$ cat src/rtl/core/bld_pkg.sv
// ----------------------------------------------------------------------------
// bld_pkg: shared types, constants and keyword ROM
// Definitions used by the tokenized BASIC listing detokenizer.
// ----------------------------------------------------------------------------
package bld_pkg;

  localparam logic [7:0] KwFirst = 8'h80;
  localparam logic [7:0] KwLast  = 8'hf2;
  localparam logic [7:0] ChDot   = 8'h2e;
  localparam logic [7:0] ChQuote = 8'h22;
  localparam logic [7:0] ChOpen  = 8'h5b;
  localparam logic [7:0] ChClose = 8'h5d;
  localparam logic [15:0] LineOverhead = 16'd5;
  localparam int unsigned OutDataW = 80;

  typedef enum logic [1:0] {
    KIND_CHAR = 2'd0,
    KIND_LINE = 2'd1,
    KIND_EOF  = 2'd2
  } kind_e;

  typedef enum logic [8:0] {
    PH_SIZE_LO = 9'b0_0000_0001,
    PH_SIZE_HI = 9'b0_0000_0010,
    PH_LINK_LO = 9'b0_0000_0100,
    PH_LINK_HI = 9'b0_0000_1000,
    PH_NUM_LO  = 9'b0_0001_0000,
    PH_NUM_HI  = 9'b0_0010_0000,
    PH_BODY    = 9'b0_0100_0000,
    PH_QUOTE   = 9'b0_1000_0000,
    PH_AFTER   = 9'b1_0000_0000
  } phase_e;

  // One decoded beat: string of up to seven chars, or a report.
  typedef struct packed {
    logic        is_text;
    logic [2:0]  len;          // chars in str, 1..7
    logic [55:0] str;          // char i at [8*i +: 8]
    kind_e       kind;         // report kind when not is_text
    logic [15:0] line_number;
    logic [15:0] line_start;
    logic [15:0] line_end;
    logic        link_mismatch;
    logic [15:0] trailing_count;
    logic        eof_error;
  } job_t;

  function automatic logic [7:0] hex_char(input logic [3:0] v);
    logic [7:0] c;
    begin
      c = (v < 4'd10) ? (8'h30 + {4'd0, v}) : (8'h57 + {4'd0, v});
      return c;
    end
  endfunction

  // Pack a keyword string: char 0 in lowest bits.
  function automatic logic [58:0] kw(input string s);
    logic [58:0] r;
    begin
      r = '0;
      for (int i = 0; i < s.len(); i++) begin
        r[8*i +: 8] = 8'(s[i]);
      end
      r[58:56] = 3'(s.len());
      return r;
    end
  endfunction

  // Returns {len, string}.
  function automatic logic [58:0] keyword_rom(input logic [6:0] idx);
    logic [58:0] r;
    begin
      unique case (idx)
        7'd0: r = kw("END");     7'd1: r = kw("FOR");    7'd2: r = kw("NEXT");
        7'd3: r = kw("DATA");    7'd4: r = kw("INPUT");  7'd5: r = kw("DIM");
        7'd6: r = kw("READ");    7'd7: r = kw("LET");    7'd8: r = kw("GOTO");
        7'd9: r = kw("RUN");     7'd10: r = kw("IF");    7'd11: r = kw("RESTORE");
        7'd12: r = kw("GOSUB");  7'd13: r = kw("RETURN"); 7'd14: r = kw("REM");
        7'd15: r = kw("STOP");   7'd16: r = kw("OUT");   7'd17: r = kw("ON");
        7'd18: r = kw("NULL");   7'd19: r = kw("WAIT");  7'd20: r = kw("DEF");
        7'd21: r = kw("POKE");   7'd22: r = kw("DOKE");  7'd23: r = kw("AUTO");
        7'd24: r = kw("LINES");  7'd25: r = kw("CLS");   7'd26: r = kw("WIDTH");
        7'd27: r = kw("BYE");    7'd28: r = kw("!");     7'd29: r = kw("CALL");
        7'd30: r = kw("PRINT");  7'd31: r = kw("CONT");  7'd32: r = kw("LIST");
        7'd33: r = kw("CLEAR");  7'd34: r = kw("CLOAD"); 7'd35: r = kw("CSAVE");
        7'd36: r = kw("NEW");    7'd37: r = kw("TAB(");  7'd38: r = kw("TO");
        7'd39: r = kw("FN");     7'd40: r = kw("SPC(");  7'd41: r = kw("THEN");
        7'd42: r = kw("NOT");    7'd43: r = kw("STEP");  7'd44: r = kw("+");
        7'd45: r = kw("-");      7'd46: r = kw("*");     7'd47: r = kw("/");
        7'd48: r = kw("^");      7'd49: r = kw("AND");   7'd50: r = kw("OR");
        7'd51: r = kw(">");      7'd52: r = kw("=");     7'd53: r = kw("<");
        7'd54: r = kw("SGN");    7'd55: r = kw("INT");   7'd56: r = kw("ABS");
        7'd57: r = kw("USR");    7'd58: r = kw("FRE");   7'd59: r = kw("INP");
        7'd60: r = kw("POS");    7'd61: r = kw("SQR");   7'd62: r = kw("RND");
        7'd63: r = kw("LN");     7'd64: r = kw("EXP");   7'd65: r = kw("COS");
        7'd66: r = kw("SIN");    7'd67: r = kw("TAN");   7'd68: r = kw("ATN");
        7'd69: r = kw("PEEK");   7'd70: r = kw("DEEK");  7'd71: r = kw("PI");
        7'd72: r = kw("LEN");    7'd73: r = kw("STR$");  7'd74: r = kw("VAL");
        7'd75: r = kw("ASC");    7'd76: r = kw("CHR$");  7'd77: r = kw("LEFT$");
        7'd78: r = kw("RIGHT$"); 7'd79: r = kw("MID$");  7'd80: r = kw("LOAD");
        7'd81: r = kw("TRON");   7'd82: r = kw("TROFF"); 7'd83: r = kw("EDIT");
        7'd84: r = kw("ELSE");   7'd85: r = kw("INKEY$"); 7'd86: r = kw("JOYST");
        7'd87: r = kw("STRING$"); 7'd88: r = kw("INSTR"); 7'd89: r = kw("RENUM");
        7'd90: r = kw("DELETE"); 7'd91: r = kw("PAUSE"); 7'd92: r = kw("BEEP");
        7'd93: r = kw("WINDOW"); 7'd94: r = kw("BORDER"); 7'd95: r = kw("INK");
        7'd96: r = kw("PAPER");  7'd97: r = kw("AT");    7'd98: r = kw("PSET");
        7'd99: r = kw("LINE");   7'd100: r = kw("CIRCLE"); 7'd101: r = kw("!");
        7'd102: r = kw("PAINT"); 7'd103: r = kw("LABEL"); 7'd104: r = kw("SIZE");
        7'd105: r = kw("ZERO");  7'd106: r = kw("HOME"); 7'd107: r = kw("!");
        7'd108: r = kw("GCLS");  7'd109: r = kw("SCALE"); 7'd110: r = kw("SCREEN");
        7'd111: r = kw("POINT"); 7'd112: r = kw("XPOS"); 7'd113: r = kw("!");
        7'd114: r = kw("YPOS");
        default: r = kw("!");
      endcase
      return r;
    end
  endfunction

endpackage

$ cat src/rtl/core/bld_emit.sv
// ----------------------------------------------------------------------------
// bld_emit: job register and output serializer
// Holds one job and sends its characters or report beat by beat.
// ----------------------------------------------------------------------------
module bld_emit (
  input  logic           clk_i,
  input  logic           rst_ni,
  input  logic           job_valid_i,
  input  bld_pkg::job_t  job_i,
  output logic           job_ready_o,
  output logic           out_valid_o,
  input  logic           out_ready_i,
  output logic [bld_pkg::OutDataW-1:0] out_data_o,
  output logic           out_last_o
);

  logic          full_q;
  bld_pkg::job_t job_q;
  logic [2:0]    idx_q;
  logic          last_beat;
  logic [7:0]    ch;

  assign ch        = job_q.str[{idx_q, 3'b000} +: 8];
  assign last_beat = !job_q.is_text || (idx_q == job_q.len - 3'd1);
  assign out_valid_o = full_q;
  assign out_last_o  = last_beat;
  assign job_ready_o = !full_q || (out_ready_i && last_beat);

  always_comb begin
    out_data_o = '0;
    out_data_o[1:0] = job_q.is_text ? bld_pkg::KIND_CHAR : job_q.kind;
    if (job_q.is_text) begin
      out_data_o[9:2] = ch;
    end else begin
      out_data_o[25:10] = job_q.line_number;
      out_data_o[41:26] = job_q.line_start;
      out_data_o[57:42] = job_q.line_end;
      out_data_o[58]    = job_q.link_mismatch;
      out_data_o[74:59] = job_q.trailing_count;
      out_data_o[75]    = job_q.eof_error;
    end
  end

  always_ff @(posedge clk_i or negedge rst_ni) begin
    if (!rst_ni) begin
      full_q <= 1'b0;
      idx_q  <= '0;
    end else if (job_ready_o) begin
      full_q <= job_valid_i;
      idx_q  <= '0;
    end else if (out_ready_i) begin
      idx_q <= idx_q + 3'd1;
    end
  end

  always_ff @(posedge clk_i) begin
    if (job_ready_o && job_valid_i) job_q <= job_i;
  end

endmodule

$ cat config.mk
export PLATFORM = sky130hd
export DESIGN_NAME = bld_emit
export DESIGN_NICKNAME = d
export VERILOG_FILES = /design/src/rtl/core/bld_pkg.sv /design/src/rtl/core/bld_emit.sv
export SDC_FILE = /design/constraint.sdc
export NUM_CORES = 1
export LEC_CHECK = 0
export BUFFER_PORTS_ARGS = -buffer_cell sky130_fd_sc_hd__buf_2
export CAP_MARGIN = 0
export CORE_MARGIN = 2
export CORE_UTILIZATION = 48
export CTS_CLUSTER_DIAMETER = 80
export CTS_CLUSTER_SIZE = 20
export DETAILED_ROUTE_END_ITERATION = 10
export PLACE_DENSITY = 0.79
export SLEW_MARGIN = 10
export SYNTH_ARGS = -nofsm -noshare
export SYNTH_HDL_FRONTEND = slang
export SYNTH_SLANG_ARGS = --single-unit
$ cat constraint.sdc
create_clock -name clk_i -period 5.5 [get_ports clk_i]
set_input_delay 1.1 -clock clk_i [delete_from_list [all_inputs] [get_ports clk_i]]
set_output_delay 1.1 -clock clk_i [all_outputs]
set_load 0.02 [all_outputs]
**After elaboration in Yosys (flattened, before gate mapping)**

Index checks and enable logic that the tools add are counted.
W data, S select, Z words.

- Register bits after elaboration: 132
- Bits of input ports: 132
- Output and inout port bits: 83
- Word-level logic and storage cells: 28

- Add/sub/neg operators: 2
- Equal/unequal tests: 1
- Shifts and indexed selects: 1
- Muxes and demuxes: 5
- Reduce and logical (&&, ||, !) cells: 7

Operator list:

| cell | count |
|---|---|
| $mux W66 | 1 |
| $shiftx A56 B7 Y8 | 1 |
| $mux W8 | 1 |
| $mux W3 | 2 |
| $add A3 B1 Y3 const B | 1 |
| $eq A3 B3 Y1 | 1 |
| $sub A3 B1 Y3 const B | 1 |
| $logic_and A1 B1 Y1 | 2 |
| $logic_not A1 Y1 | 2 |
| $logic_or A1 B1 Y1 | 2 |
| $mux W2 | 1 |
| $reduce_bool A2 Y1 | 1 |

**Logic depth before layout (Yosys ltp)**

- Depth in word-level cells: 6
- Gate-level depth with buffers: 7
- Depth with buffers taken out: 6

**Worst setup path after synthesis**

Ideal clock, no wire load.

- Path kind: input to register
- From: input port out_ready_i
- To: register job_q[0] in the netlist's numbering, enable pin
- Library setup time: 0.502 ns
- Arrival: 4.700 ns
- Data required time: 4.998 ns
- Path slack: 0.298 ns
- Cell stages on the path: 4
- Buffers on the path: 0
- Cells stage by stage: inv_1 o21ai_0 a21o_1 and2_1

- Word-level cells in the longest chain between the ends: 3

Ends and longest elaborated chain:

| what | line | RTL |
|---|---|---|
| from (decl) | bld_emit.sv:12 | `input logic out_ready_i,` |
| $logic_and A1 B1 Y1 | bld_emit.sv:27 | `assign job_ready_o = !full_q \|\| (out_ready_i && last_beat);` |
| $logic_or A1 B1 Y1 | bld_emit.sv:27 |  |
| named net job_ready_o | bld_emit.sv:10 | `output logic job_ready_o,` |
| $logic_and A1 B1 Y1 | bld_emit.sv:57 | `if (job_ready_o && job_valid_i) job_q <= job_i;` |
| to (signal assigned) | bld_emit.sv:57 |  |
| to (decl) | bld_emit.sv:18 | `bld_pkg::job_t job_q;` |

The timed path passes the listed nets, and every way through them passes these cells.
A chain may end at the register's enable or synchronous reset.

**Worst setup path after layout**

- From: register idx_q[1]
- To: output port out_data_o[4] in the netlist's numbering

- Word-level cells in the longest chain between the ends: 2

Ends and longest elaborated chain:

| what | line | RTL |
|---|---|---|
| from (decl) | bld_emit.sv:19 | `logic [2:0] idx_q;` |
| from (signal assigned) | bld_emit.sv:52 | `idx_q <= idx_q + 3'd1;` |
| $shiftx A56 B7 Y8 | bld_emit.sv:23 | `assign ch = job_q.str[{idx_q, 3'b000} +: 8];` |
| $mux W8 | bld_emit.sv:32 | `if (job_q.is_text) begin` |
| to (decl) | bld_emit.sv:13 | `output logic [bld_pkg::OutDataW-1:0] out_data_o,` |

No other way between the ends.

==> out/metrics.cfg <==
[status]
run_status=finished, final reports clean

[worst_setup_path]
timing.rr.end=job_q[45]$_DFFE_PP_
reg2reg_from=idx_q[2]$_DFFE_PN0P_
timing.critical_path.to_type=primary output
worst-r2r-cell-count=5
r2r_setup_slack_ns=2.40
critical_path_arrival_ns=2.47
worstSetupStartpointType=flip-flop
worstPathMaxFanout=16
required_time_at_the_worst_slack_endpoint_ns=4.40
criticalPathCategory=flip-flop to primary output

[synthesis]
synth_top_cell_area_share=0.749
synthArstFlopShare=0.0303
syn-cell-area_um2=5130
post_synth_inst_count=305
ys_top_cells_by_area=edfxtp_1 75%, nor2b_1 9.3%, mux4_2 3.5%, dfrtp_1 1.9%, mux2i_1 1.6%
synth.most_common_cell=edfxtp_1
synth_ff_type=edfxtp_1
synth.cells.most_frequent=128 x edfxtp_1, 76 x nor2b_1, 11 x nand2_1, 9 x nor2_1, 9 x o21ai_0
syn_area_per_cell_um2=16.8
ys.warnings.count=0
synth_seq_area_share=0.768
ys_types=33
synthDominantAreaCellType=edfxtp_1
yosys_reg_bits=132
synth_enable_flop_cells=128

[grt]
grt_antenna_before_repair=2
grt_pass1_vias=3363
grt_first_pass_wirelength_um=16300
grt_start_max_net_pins=73
gr-usage-all-layers=0.194
globalRoute.totalOverflow=0

[place]
port_buffers=210
gpl.final_weighted_congestion=0.811
post-dp-hpwl_um=7800

[floorplan]
design.portCount=215
die-height_um=107
std_cell_rows=37
core_um2=10400
dieArea_um2=11500
floorplan.initialDensity=0.495
die_x_um=107

[power_and_ir_drop]
power.leakage_nw=2.79
comb_power_share=0.136
switching_share_of_power=0.242
max-vdd-ir-drop_uv=243
net-switching-power_mw=0.598
power_per_cell_area_nw_per_um2=365
cellInternalPower_mw=1.88
seq_power_share=0.499
power_frac_clock=0.365

[cells_and_area]
areaGrowthSynthToFinish_pct=32.2
layout-drive-gt1-share=0.464
fin_util=0.654
nets=656

[sta]
finalCriticalPeriod_ns=3.57
finalSetupTns_ns=0
grt_setup_unrepaired=false
fmax_ghz=0.280
final-max-slew-violation-count=0
finalClockSkew_ns=0.00735
timing.final.setup_violations=0
final_hold_viol_count=0
period_share=0.650
tightestPinTransition_ns=0.934
maxSlewHeadroom=0.378

[clock_tree]
cts_made_buffers=17
clk_transition_reported_paths_ns=0.05
insertion_delay_ns=0.51
tritoncts=yes
ctsRootBufferMaster=clkbuf_8
cts_htree_levels=4
cts-root-to-sink-buffers=2
post_cts.repair.setup_buffers=0
cts.sink_count=132
cts.hold.buffers_added=0
ctsResizeCount=0

[drt]
drt_via_density=4.93
first_iter_violations=204
wl_per_cell_um=16.2
wl_met3_um=1200
route.antenna.remaining_nets=0
remaining_drc_errors=0
met2RoutedLength_um=5390
routed.top_layer=met5
route.final.wire_length_um=10900
vias=3305
drtPass1Iterations=4
routedLengthMet1_um=4080

[job]
max_cap_viol_count=0

[hold_path]
min-delay-path-class=input pin to async pin

worst max-delay path, cell delays in order, from the launching register on:
cell     delay, ns
dfrtp_1       0.95
mux4_2        0.59
o21ai_1       0.19
nor2_1        0.07
buf_2         0.16
registers in the layout (all words and copies together) (netlist names):
name / cells
idx_q: 3
out_valid_o: 1
job_q: 128
area by class of cell:
class	instances	area (µm²)
Antenna cell	1	2.50
Fill cell	775	3580
Clock buffer	23	437
Multi-Input combinational cell	155	1100
Clock inverter	8	37.5
Sequential cell	132	3940
Timing Repair Buffer	213	1090
Tap cell	136	170
Inverter	3	11.3
power by group through the flow:
stage | registers, mW | clock network [mW] | logic [mW]
after floorplan | 1.24 | 0 | 0.227
after global placement | 1.25 | 0 | 0.330
after detailed placement | 1.26 | 0 | 0.339
after CTS | 1.24 | 0.923 | 0.340
after global routing | 1.24 | 0.968 | 0.364
final | 1.24 | 0.904 | 0.336
cells by family after synthesis:
group	count (synthesis)	synth area share
AO/OA/AOI/OAI	21	0.0210
XOR/XNOR	4	0.0112
adder cells (fa/ha/maj)	2	0.00487
buffers and inverters	21	0.0205
flip-flops	132	0.768
multiplexers	16	0.0507
other	1	0.000730
AND/OR/NAND/NOR	108	0.123
layout by cell type, fill, tap and decap left out, drive strengths merged, types with 2 or more instances in the layout:
cell type  synthesis  routed
buf               10     213
edfxtp           128     128
nor2b             76      76
clkbuf             8      23
o21ai             17      17
nand2             11      11
nor2               9       9
mux4               8       8
mux2i              8       8
clkinv             0       8
conb               1       4
dfrtp              4       4
inv                3       3
a21oi              3       3
nand2b             2       2
ha                 2       2
xnor2              2       2
nor3               2       2
routing by layer:
layer  vias to the layer above  global-route usage
li1                       1536                   -
met4                         2              0.0861
met3                        19              0.0902
met5                         -                   0
met2                       174               0.316
met1                      1574               0.221
worst max path at each step:
stage | startpoint | to | slack, ns | cells after the start
after floorplan | out_ready_i | job_q[0]$_DFFE_PP_ | 0.30 | 4
after global placement | out_ready_i | job_q[53]$_DFFE_PP_ | 2.30 | 6
after detailed placement | out_ready_i | job_q[54]$_DFFE_PP_ | 2.19 | 6
after CTS | idx_q[1]$_DFFE_PN0P_ | out_data_o[4] | 1.87 | 4
after global routing | idx_q[1]$_DFFE_PN0P_ | out_data_o[5] | 1.72 | 6
final | idx_q[1]$_DFFE_PN0P_ | out_data_o[4] | 1.93 | 4
metrics by stage:
| step | hold slack, ns | setup WS, ns | area (µm²) | cells | power, mW |
|---|---|---|---|---|---|
| 6_report | 0.392 | 1.93 | 6790 | 671 | 2.48 |
| 3_3_place_gp | 0.646 | 2.30 | 6310 | 639 | 1.58 |
| 2_1_floorplan | 0.586 | 0.298 | 5140 | 308 | 1.47 |
| 4_1_cts | 0.367 | 1.87 | 6780 | 670 | 2.50 |
| 3_5_place_dp | 0.645 | 2.19 | 6310 | 639 | 1.60 |
| 5_1_grt | 0.363 | 1.72 | 6790 | 671 | 2.58 |
No activity file was read; power rests on OpenSTA's default activity.
